<file path="src/ewma_volatility_size_scaler_assert.svh">
// Assertion macros shared by the RTL files.
`ifndef EWMA_VOLATILITY_SIZE_SCALER_ASSERT_SVH
`define EWMA_VOLATILITY_SIZE_SCALER_ASSERT_SVH
`ifndef NO_ASSERTIONS
// property must hold at every clock edge outside reset
`define EWVS_ASSERT(lbl, clk, rst_n, prop) \
	lbl: assert property (@(posedge clk) disable iff (!rst_n) (prop)) \
		else $error("assertion failed");
// condition must never be seen outside reset
`define EWVS_NEVER(lbl, clk, rst_n, cond) \
	lbl: assert property (@(posedge clk) disable iff (!rst_n) !(cond)) \
		else $error("forbidden condition seen");
`else
`define EWVS_ASSERT(lbl, clk, rst_n, prop)
`define EWVS_NEVER(lbl, clk, rst_n, cond)
`endif
`endif

</file>
<file path="src/ewvs_pkg.sv">
package ewvs_pkg;

	localparam int unsigned PRICE_W = 32;
	localparam int unsigned VOL_W   = 19;
	localparam int unsigned MULT_W  = 17;
	localparam int unsigned LAM_W   = 17;
	localparam int unsigned VAR_W   = 37;
	localparam int unsigned CFG_W   = 19;
	localparam int unsigned IDX_W   = 2;
	localparam int unsigned DIV_NW  = 62;
	localparam int unsigned DIV_DW  = 32;
	localparam int unsigned ACC_W   = 55;

	localparam int unsigned FQ_DEPTH = 4;

	localparam logic [29:0]       BPS_SCALE    = 30'd655360000;
	localparam logic [VOL_W-1:0]  RETURN_LIMIT = 19'd327680;
	localparam logic [LAM_W-1:0]  ONE_Q16      = 17'd65536;

	// register indexes
	localparam logic [IDX_W-1:0] REG_DECAY  = 2'd0;
	localparam logic [IDX_W-1:0] REG_TARGET = 2'd1;
	localparam logic [IDX_W-1:0] REG_MIN    = 2'd2;
	localparam logic [IDX_W-1:0] REG_MAX    = 2'd3;

	localparam logic [LAM_W-1:0]  DECAY_RST  = 17'd64553;
	localparam logic [VOL_W-1:0]  TARGET_RST = 19'd5243;
	localparam logic [MULT_W-1:0] MIN_RST    = 17'd22938;
	localparam logic [MULT_W-1:0] MAX_RST    = 17'd65536;

	typedef struct packed {
		logic [LAM_W-1:0]  decay;
		logic [VOL_W-1:0]  target;
		logic [MULT_W-1:0] min_mult;
		logic [MULT_W-1:0] max_mult;
	} cfg_t;

	// word handed from front to back
	typedef struct packed {
		logic                upd;
		logic [PRICE_W-1:0]  diff;
		logic [PRICE_W-1:0]  prev;
	} job_t;

endpackage

</file>
<file path="src/ewvs_div.sv">
// Restoring divider, one quotient bit per cycle.
module ewvs_div #(
	parameter int unsigned NW = ewvs_pkg::DIV_NW,
	parameter int unsigned DW = ewvs_pkg::DIV_DW
) (
	input  logic          clk,
	input  logic          arst_n,
	input  logic          start,
	input  logic [NW-1:0] num,
	input  logic [DW-1:0] den,
	output logic          busy,
	output logic          done,
	output logic [NW-1:0] quo
);
	localparam int unsigned CW = $clog2(NW + 1);

	logic [DW-1:0] rem_q;
	logic [NW-1:0] quo_q;
	logic [DW-1:0] den_q;
	logic [CW-1:0] cnt_q;
	logic          busy_q;
	logic          done_q;
	logic [DW:0]   shifted;
	logic [DW+1:0] trial;

	assign shifted = {rem_q, quo_q[NW-1]};
	assign trial   = {1'b0, shifted} - {2'b00, den_q};

	always_ff @(posedge clk or negedge arst_n) begin
		if (!arst_n) begin
			busy_q <= 1'b0;
			done_q <= 1'b0;
			cnt_q  <= '0;
		end else begin
			done_q <= 1'b0;
			if (start) begin
				busy_q <= 1'b1;
				cnt_q  <= CW'(NW);
			end else if (busy_q) begin
				cnt_q <= cnt_q - 1'b1;
				if (cnt_q == CW'(1)) begin
					busy_q <= 1'b0;
					done_q <= 1'b1;
				end
			end
		end
	end

	// datapath
	always_ff @(posedge clk) begin
		if (start) begin
			rem_q <= '0;
			quo_q <= num;
			den_q <= den;
		end else if (busy_q) begin
			if (trial[DW+1]) begin
				rem_q <= shifted[DW-1:0];
			end else begin
				rem_q <= trial[DW-1:0];
			end
			quo_q <= {quo_q[NW-2:0], ~trial[DW+1]};
		end
	end

	assign busy = busy_q;
	assign done = done_q;
	assign quo  = quo_q;

endmodule

</file>
<file path="src/ewvs_front.sv">
// Front: takes prices, tracks the last valid price, queues jobs.
`include "ewma_volatility_size_scaler_assert.svh"
module ewvs_front #(
	parameter int unsigned DEPTH = ewvs_pkg::FQ_DEPTH
) (
	input  logic                          clk,
	input  logic                          arst_n,
	input  logic                          push,
	output logic                          full,
	input  logic [ewvs_pkg::PRICE_W-1:0]  mid_px,
	input  logic                          q_pop,
	output logic                          q_empty,
	output ewvs_pkg::job_t                q_job
);
	localparam int unsigned AW = (DEPTH > 1) ? $clog2(DEPTH) : 1;
	localparam int unsigned CW = $clog2(DEPTH + 1);

	ewvs_pkg::job_t            mem_q [DEPTH];
	logic [AW-1:0]             wr_q;
	logic [AW-1:0]             rd_q;
	logic [CW-1:0]             cnt_q;
	logic [ewvs_pkg::PRICE_W-1:0] prev_q;
	logic                      acc;
	logic                      deq;
	ewvs_pkg::job_t            job;

	assign full    = (cnt_q == CW'(DEPTH));
	assign q_empty = (cnt_q == '0);
	assign acc     = push && !full;
	assign deq     = q_pop && !q_empty;
	assign q_job   = mem_q[rd_q];

	// classify the word
	always_comb begin
		job.upd  = (mid_px != '0) && (prev_q != '0);
		job.prev = prev_q;
		job.diff = (mid_px >= prev_q) ? (mid_px - prev_q) : (prev_q - mid_px);
	end

	always_ff @(posedge clk or negedge arst_n) begin
		if (!arst_n) begin
			prev_q <= '0;
			wr_q   <= '0;
			rd_q   <= '0;
			cnt_q  <= '0;
		end else begin
			if (acc) begin
				if (mid_px != '0) begin
					prev_q <= mid_px;
				end
				wr_q <= (wr_q == AW'(DEPTH - 1)) ? '0 : wr_q + 1'b1;
			end
			if (deq) begin
				rd_q <= (rd_q == AW'(DEPTH - 1)) ? '0 : rd_q + 1'b1;
			end
			cnt_q <= cnt_q + CW'(acc) - CW'(deq);
		end
	end

	always_ff @(posedge clk) begin
		if (acc) begin
			mem_q[wr_q] <= job;
		end
	end

	`EWVS_ASSERT(a_cnt_bound, clk, arst_n, cnt_q <= CW'(DEPTH))
	`EWVS_ASSERT(a_cnt_step, clk, arst_n, (acc && !deq) |=> cnt_q == $past(cnt_q) + 1'b1)
	`EWVS_NEVER(a_upd_zero, clk, arst_n, acc && job.upd && job.prev == '0)

endmodule

</file>
<file path="src/ewvs_back.sv">
// Back: return, EWMA, square root, multiplier; holds the result word.
`include "ewma_volatility_size_scaler_assert.svh"
module ewvs_back (
	input  logic                          clk,
	input  logic                          arst_n,
	input  ewvs_pkg::cfg_t                cfg,
	input  logic                          q_empty,
	input  ewvs_pkg::job_t                q_job,
	output logic                          q_pop,
	output logic                          empty,
	input  logic                          pop,
	output logic [ewvs_pkg::VOL_W-1:0]    volatility,
	output logic [ewvs_pkg::MULT_W-1:0]   size_scale
);
	localparam int unsigned VW = ewvs_pkg::VOL_W;
	localparam int unsigned NW = ewvs_pkg::DIV_NW;
	localparam int unsigned DW = ewvs_pkg::DIV_DW;
	localparam int unsigned AW = ewvs_pkg::ACC_W;

	typedef enum logic [7:0] {
		S_IDLE = 8'b00000001,
		S_MUL  = 8'b00000010,
		S_DIVR = 8'b00000100,
		S_SQ   = 8'b00001000,
		S_EWMA = 8'b00010000,
		S_SQRT = 8'b00100000,
		S_DIVM = 8'b01000000,
		S_OUT  = 8'b10000000
	} state_t;

	state_t                 state_q;
	logic                   start_q;
	logic [31:0]            diff_q;
	logic [31:0]            prev_q;
	logic [NW-1:0]          prod_q;
	logic [VW-1:0]          ret_q;
	logic [36:0]            sq_q;
	logic [36:0]            var_q;
	logic [AW-1:0]          acc_q;
	logic [35:0]            pp_q;
	logic [2:0]             k_q;
	logic [4:0]             cnt_q;
	logic [37:0]            sv_q;
	logic [20:0]            rem_q;
	logic [VW-1:0]          root_q;
	logic [VW-1:0]          vol_q;
	logic [16:0]            mult_q;
	logic                   res_valid_q;
	logic [VW-1:0]          res_vol_q;
	logic [16:0]            res_mult_q;

	logic [NW-1:0]          div_num;
	logic [DW-1:0]          div_den;
	logic                   div_busy;
	logic                   div_done;
	logic [NW-1:0]          div_quo;
	logic [16:0]            lam;
	logic [16:0]            inv;
	logic [16:0]            mop;
	logic [18:0]            vop;
	logic [VW-1:0]          denom;
	logic [22:0]            remx;
	logic [22:0]            trial;
	logic [16:0]            m_raw;
	logic [16:0]            m_lo;
	logic                   res_we;

	// clamp lambda at one
	assign lam   = (cfg.decay > ewvs_pkg::ONE_Q16) ? ewvs_pkg::ONE_Q16 : cfg.decay;
	assign inv   = ewvs_pkg::ONE_Q16 - lam;
	assign denom = (vol_q > cfg.target) ? vol_q : cfg.target;

	// EWMA partial product operands
	always_comb begin
		unique case (k_q[1:0])
			2'd0: begin mop = lam; vop = var_q[18:0]; end
			2'd1: begin mop = lam; vop = {1'b0, var_q[36:19]}; end
			2'd2: begin mop = inv; vop = sq_q[18:0]; end
			default: begin mop = inv; vop = {1'b0, sq_q[36:19]}; end
		endcase
	end

	// square root step
	assign remx  = {rem_q, sv_q[37:36]};
	assign trial = remx - {2'b00, root_q, 2'b01};

	// divider operands
	assign div_num = state_q == S_DIVR ? prod_q
		: {{(NW - VW - 16){1'b0}}, cfg.target, 16'd0};
	assign div_den = state_q == S_DIVR ? prev_q : {{(DW - VW){1'b0}}, denom};

	ewvs_div #(.NW(NW), .DW(DW)) u_div (
		.clk   (clk),
		.arst_n(arst_n),
		.start (start_q),
		.num   (div_num),
		.den   (div_den),
		.busy  (div_busy),
		.done  (div_done),
		.quo   (div_quo)
	);

	// multiplier clamps, lower first
	assign m_raw = (denom == '0) ? ewvs_pkg::ONE_Q16 : div_quo[16:0];
	assign m_lo  = (m_raw < cfg.min_mult) ? cfg.min_mult : m_raw;

	assign q_pop  = (state_q == S_IDLE) && !q_empty;
	assign res_we = (state_q == S_OUT) && (!res_valid_q || pop);

	always_ff @(posedge clk or negedge arst_n) begin
		if (!arst_n) begin
			state_q     <= S_IDLE;
			start_q     <= 1'b0;
			var_q       <= '0;
			vol_q       <= '0;
			res_valid_q <= 1'b0;
			k_q         <= '0;
			cnt_q       <= '0;
		end else begin
			start_q <= 1'b0;
			if (res_we) begin
				res_valid_q <= 1'b1;
			end else if (pop) begin
				res_valid_q <= 1'b0;
			end
			unique case (state_q)
				S_IDLE: begin
					if (!q_empty) begin
						if (q_job.upd) begin
							state_q <= S_MUL;
						end else begin
							state_q <= S_DIVM;
							start_q <= 1'b1;
						end
					end
				end
				S_MUL: begin
					state_q <= S_DIVR;
					start_q <= 1'b1;
				end
				S_DIVR: begin
					if (div_done) begin
						state_q <= S_SQ;
					end
				end
				S_SQ: begin
					state_q <= S_EWMA;
					k_q     <= '0;
				end
				S_EWMA: begin
					k_q <= k_q + 1'b1;
					// last partial product lands at step four
					if (k_q == 3'd5) begin
						var_q   <= acc_q[52:16];
						state_q <= S_SQRT;
						cnt_q   <= 5'd18;
					end
				end
				S_SQRT: begin
					cnt_q <= cnt_q - 1'b1;
					if (cnt_q == '0) begin
						vol_q   <= trial[22] ? {root_q[VW-2:0], 1'b0}
							: {root_q[VW-2:0], 1'b1};
						state_q <= S_DIVM;
						start_q <= 1'b1;
					end
				end
				S_DIVM: begin
					if (div_done) begin
						state_q <= S_OUT;
					end
				end
				S_OUT: begin
					if (res_we) begin
						state_q <= S_IDLE;
					end
				end
				default: state_q <= S_IDLE;
			endcase
		end
	end

	// datapath registers
	always_ff @(posedge clk) begin
		if (q_pop) begin
			diff_q <= q_job.diff;
			prev_q <= q_job.prev;
		end
		if (state_q == S_MUL) begin
			prod_q <= {30'd0, diff_q} * {{(NW - 30){1'b0}}, ewvs_pkg::BPS_SCALE};
		end
		if (state_q == S_DIVR && div_done) begin
			ret_q <= (div_quo > {{(NW - VW){1'b0}}, ewvs_pkg::RETURN_LIMIT})
				? ewvs_pkg::RETURN_LIMIT : div_quo[VW-1:0];
		end
		if (state_q == S_SQ) begin
			sq_q  <= 37'({19'd0, ret_q} * {19'd0, ret_q});
			acc_q <= '0;
		end
		if (state_q == S_EWMA) begin
			pp_q <= {19'd0, mop} * {17'd0, vop};
			if (k_q != '0) begin
				acc_q <= acc_q + (k_q[0] ? {19'd0, pp_q} : {pp_q, 19'd0});
			end
			if (k_q == 3'd5) begin
				sv_q   <= {1'b0, acc_q[52:16]};
				rem_q  <= '0;
				root_q <= '0;
			end
		end
		if (state_q == S_SQRT) begin
			sv_q <= {sv_q[35:0], 2'b00};
			if (trial[22]) begin
				rem_q  <= remx[20:0];
				root_q <= {root_q[VW-2:0], 1'b0};
			end else begin
				rem_q  <= trial[20:0];
				root_q <= {root_q[VW-2:0], 1'b1};
			end
		end
		if (state_q == S_DIVM && div_done) begin
			mult_q <= (m_lo > cfg.max_mult) ? cfg.max_mult : m_lo;
		end
		if (res_we) begin
			res_vol_q  <= vol_q;
			res_mult_q <= mult_q;
		end
	end

	assign empty      = !res_valid_q;
	assign volatility = res_vol_q;
	assign size_scale = res_mult_q;

	`EWVS_ASSERT(a_state_onehot, clk, arst_n, $onehot(state_q))
	`EWVS_NEVER(a_start_busy, clk, arst_n, start_q && div_busy)
	`EWVS_ASSERT(a_done_state, clk, arst_n, div_done |-> (state_q == S_DIVR || state_q == S_DIVM))
	`EWVS_ASSERT(a_pop_idle, clk, arst_n, q_pop |=> state_q != S_IDLE)

endmodule

</file>
<file path="src/ewma_volatility_size_scaler.sv">
// Channel   Handshake          Payload
// input     push / full        mid_px[31:0]
// result    pop / empty        volatility[18:0], size_scale[16:0]
// config    cfg_we             cfg_index[1:0], cfg_data[18:0]
//
// A price update runs in the back end through idle, product, the shared restoring
// divider for the return (start, 62 steps, done), square, EWMA, 19 square root
// steps, the divider again for the multiplier, and output. A zero or first
// price goes from idle straight to the multiplier division. The front queues up
// to four words, so push only stalls when that queue is full. arst_n clears the
// control state and loads the register defaults; a result word holds until popped.
module ewma_volatility_size_scaler #(
	parameter int unsigned FQ_DEPTH = ewvs_pkg::FQ_DEPTH
) (
	input  logic                          clk,
	input  logic                          arst_n,
	input  logic                          push,
	output logic                          full,
	input  logic [ewvs_pkg::PRICE_W-1:0]  mid_px,
	output logic                          empty,
	input  logic                          pop,
	output logic [ewvs_pkg::VOL_W-1:0]    volatility,
	output logic [ewvs_pkg::MULT_W-1:0]   size_scale,
	input  logic                          cfg_we,
	input  logic [ewvs_pkg::IDX_W-1:0]    cfg_index,
	input  logic [ewvs_pkg::CFG_W-1:0]    cfg_data
);
	ewvs_pkg::cfg_t cfg_q;
	logic           q_pop;
	logic           q_empty;
	ewvs_pkg::job_t q_job;

	// configuration registers
	always_ff @(posedge clk or negedge arst_n) begin
		if (!arst_n) begin
			cfg_q.decay    <= ewvs_pkg::DECAY_RST;
			cfg_q.target   <= ewvs_pkg::TARGET_RST;
			cfg_q.min_mult <= ewvs_pkg::MIN_RST;
			cfg_q.max_mult <= ewvs_pkg::MAX_RST;
		end else if (cfg_we) begin
			unique case (cfg_index)
				ewvs_pkg::REG_DECAY:  cfg_q.decay    <= cfg_data[16:0];
				ewvs_pkg::REG_TARGET: cfg_q.target   <= cfg_data;
				ewvs_pkg::REG_MIN:    cfg_q.min_mult <= cfg_data[16:0];
				ewvs_pkg::REG_MAX:    cfg_q.max_mult <= cfg_data[16:0];
			endcase
		end
	end

	ewvs_front #(.DEPTH(FQ_DEPTH)) u_front (
		.clk      (clk),
		.arst_n   (arst_n),
		.push     (push),
		.full     (full),
		.mid_px   (mid_px),
		.q_pop    (q_pop),
		.q_empty  (q_empty),
		.q_job    (q_job)
	);

	ewvs_back u_back (
		.clk            (clk),
		.arst_n         (arst_n),
		.cfg            (cfg_q),
		.q_empty        (q_empty),
		.q_job          (q_job),
		.q_pop          (q_pop),
		.empty          (empty),
		.pop            (pop),
		.volatility     (volatility),
		.size_scale     (size_scale)
	);

endmodule

</file>
<file path="config.mk">
export PLATFORM = sky130hd
export DESIGN_NAME = ewma_volatility_size_scaler
export DESIGN_NICKNAME = d
export VERILOG_FILES = /design/src/ewvs_pkg.sv /design/src/ewvs_div.sv /design/src/ewvs_front.sv /design/src/ewvs_back.sv /design/src/ewma_volatility_size_scaler.sv
export VERILOG_INCLUDE_DIRS = /design/src /design/src/src
export SDC_FILE = /design/constraint.sdc
export NUM_CORES = 2
export LEC_CHECK = 0
export ABC_AREA = 1
export BUFFER_PORTS_ARGS = -buffer_cell sky130_fd_sc_hd__buf_2
export CAP_MARGIN = 20
export CORE_MARGIN = 2
export CORE_UTILIZATION = 50
export CTS_CLUSTER_DIAMETER = 150
export DETAILED_ROUTE_END_ITERATION = 12
export PLACE_DENSITY = 0.77
export SLEW_MARGIN = 5
export SYNTH_ARGS = -nofsm -noshare
export SYNTH_HDL_FRONTEND = slang
export SYNTH_SLANG_ARGS = --single-unit
</file>
<file path="constraint.sdc">
create_clock -name clk -period 24.5 [get_ports clk]
set_input_delay 3.675 -clock clk [delete_from_list [all_inputs] [get_ports clk]]
set_output_delay 3.675 -clock clk [all_outputs]
set_load 0.05 [all_outputs]
</file>
==> run metrics <==
Clock Skew 0.05692 ns; Cells after Synth 8,245; Netlist cell types 66; detailed-route via count 57,051; worst min-delay path class reg2reg; critical path arrival 9.79 ns; Worst-Skew Late Latency 0.74 ns; drt wl/cell 19.20 um; Initial Utilization 50.34%; max_cap viols 0; Num CTS Buffers 98; Setup-failing EPs final 0; Syn Area/Cell 8.897 um^2; fmax 107.4 MHz; power per standard cell area 55.97 nW/um^2; Slew Limit Headroom 22.03%; core box area 145,700 um^2; Post-Syn Nets 9,474; R2R Path Start u_back.k_q[0]; Core Util, Final 54.35%; htree depth 3; die width 387.0 um; drt first pass iters 6; die height 387.0 um; pin count of the biggest net entering global routing 102; RSZ-0062 raised after global routing no; die area 149,800 um^2; number of flops mapped to enable cells by yosys 680; Synth Flop Type edfxtp_1; post-CTS sizing 0; root buf cell clkbuf_16; slowest stage cell, crit path ha_1; Final Non-Filler Cells 10,262; area grow syn2layout 7.979%; # hold bufs at CTS 0; Core Rows 140; post-route ant nets 0; max-slew violation count 0; Clock transition at path regs 0.06 ns; Netlist Area Pre-Place 73,360 um^2; CP max stage delay 0.74 ns; Longest Clk Path Bufs 3; grt ovf 0; Final Hold Vio Count 0; register area share after synthesis 36.77%; vias in the first global route 56,173; total track usage 26.28%; post-detail-place hpwl 152,100 um; vias per std cell 5.559; startpoint types flop; fraction of registers with async set/reset 19.94%; Fin Setup TNS 0 ns; TritonCTS Sinks 958; final worst setup slack 15.19 ns; CP required 24.98 ns; fin crit share 38.02%; DP Worst Slack 15.40 ns; # port buffers 95; CP Launch Point u_back.k_q[0]; hold_sp u_back.mult_q[13]; Worst Tran Pin Value 1.170 ns; # Post-CTS Setup Buffers 0; Seq cells post-synth 958; Leak 38.26 nW; critical path type reg2reg; YS warnings 0; CTS tree built; Hold Slack 0.4193 ns; fill count 12,820; CP endpoint kind flop; Post-Route WL 197,000 um; initial drt markers 5,965; Nets 9,489; share of cells above drive strength 1 4.651%; first-pass GRT wire length 310,600 um; Placer Congestion 1.020; Peak VDD IR 66.35 uV; IO Pins 96; status finished, final reports clean; CP max FO 34; crit path time final 9.314 ns; initial antenna violation count 5; # DRC 0; DP Cell Count 10,071
-- final timing paths --
check / end / slack (ns) / depth (start not counted)
worst max-delay path: u_back.pp_q[32] / 15.19 / 32
worst min-delay path: u_back.size_scale[13] / 0.42 / 0
max in group asynchronous: u_back.start_q / 19.30 / 3
worst min register to register: u_back.size_scale[13] / 0.42 / 0
worst max register to register: u_back.pp_q[32] / 15.19 / 32
min in group asynchronous: cfg_q[50] / 2.96 / 1
-- area by class of cell --
| class | instances | area (um^2) | share of cell area (%) |
|---|---|---|---|
| multi-input cells | 5462 | 39600 | 49.99 |
| diodes | 2 | 5.005 | 0.006318 |
| well taps | 1917 | 2399 | 3.028 |
| repair buffers | 153 | 987.2 | 1.246 |
| inverters | 1587 | 5958 | 7.522 |
| clock buffers | 134 | 2743 | 3.462 |
| clock inverters | 49 | 538.0 | 0.6792 |
| flip-flops and latches | 958 | 26980 | 34.06 |
-- synth_stat cells (4+ instances only) --
library cell / instances / share of area, %
inv_1: 1569 / 8.0
xor2_1: 122 / 1.5
o211a_1: 5 / 0.068
nor2_2: 4 / 0.034
nor4_1: 25 / 0.21
o21a_1: 33 / 0.34
nand3_1: 176 / 1.2
o221ai_1: 11 / 0.13
ha_1: 581 / 9.9
and2_1: 18 / 0.15
xnor2_1: 96 / 1.1
nor2_1: 708 / 3.6
buf_2: 7 / 0.048
clkinv_1: 12 / 0.061
a211oi_1: 18 / 0.18
nand3b_1: 5 / 0.051
dfxtp_1: 87 / 2.4
or2_2: 10 / 0.085
nand2_1: 1557 / 8.0
dfstp_2: 27 / 0.97
edfxtp_1: 680 / 28
buf_1: 26 / 0.13
o21ai_0: 692 / 4.7
nand4_1: 57 / 0.49
a21oi_1: 417 / 2.8
nand2_2: 4 / 0.034
a21o_1: 25 / 0.26
o31ai_1: 5 / 0.051
o311ai_0: 4 / 0.048
a221oi_1: 12 / 0.14
nor3_1: 47 / 0.32
o21ai_1: 8 / 0.055
o22ai_1: 84 / 0.72
o211ai_1: 21 / 0.21
fa_1: 590 / 16
mux2i_1: 7 / 0.096
a31oi_1: 55 / 0.47
a21boi_0: 15 / 0.15
o21bai_1: 14 / 0.14
dfrtp_1: 164 / 5.6
clkbuf_1: 200 / 1.0
inv_2: 6 / 0.031
-- report_power, final --
| part | internal [mW] | leakage (nW) | switching (mW) |
|---|---|---|---|
| clock network | 0.876 | 1.59 | 0.659 |
| registers | 1.99 | 9.22 | 0.104 |
| logic | 0.223 | 27.4 | 0.577 |
| total | 3.09 | 38.3 | 1.34 |
-- worst max-delay path: cells and delay by family (launching register included) --
family | cells | cell delay [ns]
fa+ha+maj | 8 | 3.74
buf+inv | 8 | 1.76
simple gates | 12 | 1.72
compound gates | 4 | 1.42
flops | 1 | 0.38
-- metal layers --
metal  track usage, %  up-vias  part of all wire, %
met5                0        -               0.0066
met4            8.125        2                  3.1
met3            6.063      353                   11
met2            39.23     2504                   43
met1            38.05    27634                   43
li1                 -    26558                    -
-- sequential cells by signal, indices dropped and copies added, names as in the netlist, 21 cells and up --
name                flops
cfg_q                  70
u_back.acc_q           53
u_back.diff_q          32
u_back.pp_q            36
u_back.prev_q          32
u_back.prod_q          42
u_back.rem_q           21
u_back.sq_q            36
u_back.sv_q            38
u_back.u_div.den_q     32
u_back.u_div.quo       62
u_back.u_div.rem_q     32
u_back.var_q           37
u_front.mem_q         260
u_front.prev_q         32
-- cell usage in the layout, fill, tap and decap left out, types with 55 or more instances in the layout --
cell type  count
xor2_1       120
buf_2         94
nand4_1       57
nor2_1       698
xnor2_1       96
ha_1         581
inv_1       1566
fa_1         590
dfrtp_1      162
o22ai_1       82
a21oi_1      417
clkbuf_16    102
a31oi_1       55
o21ai_0      692
dfxtp_1       87
nand3_1      175
nand2_1     1556
edfxtp_1     680
-- cell families after synthesis --
kind of cell    count (synthesis)  synth area share [%]
simple gates                 2627                 14.35
buf+inv                      1825                 9.391
compound gates               1438                 10.76
fa+ha+maj                    1171                 26.01
flops                         958                 36.77
xor+xnor                      218                 2.603
mux                             8                0.1109
-- through the flow --
| stage | power (mW) | instance area, um^2 |
|---|---|---|
| 2_1_floorplan | 2.605 | 73360 |
| 3_3_place_gp | 2.878 | 75810 |
| 3_5_place_dp | 2.906 | 75840 |
| 4_1_cts | 4.427 | 79120 |
| 5_1_grt | 4.597 | 79210 |
| 6_report | 4.434 | 79210 |
(Power assumes the default switching activity.)
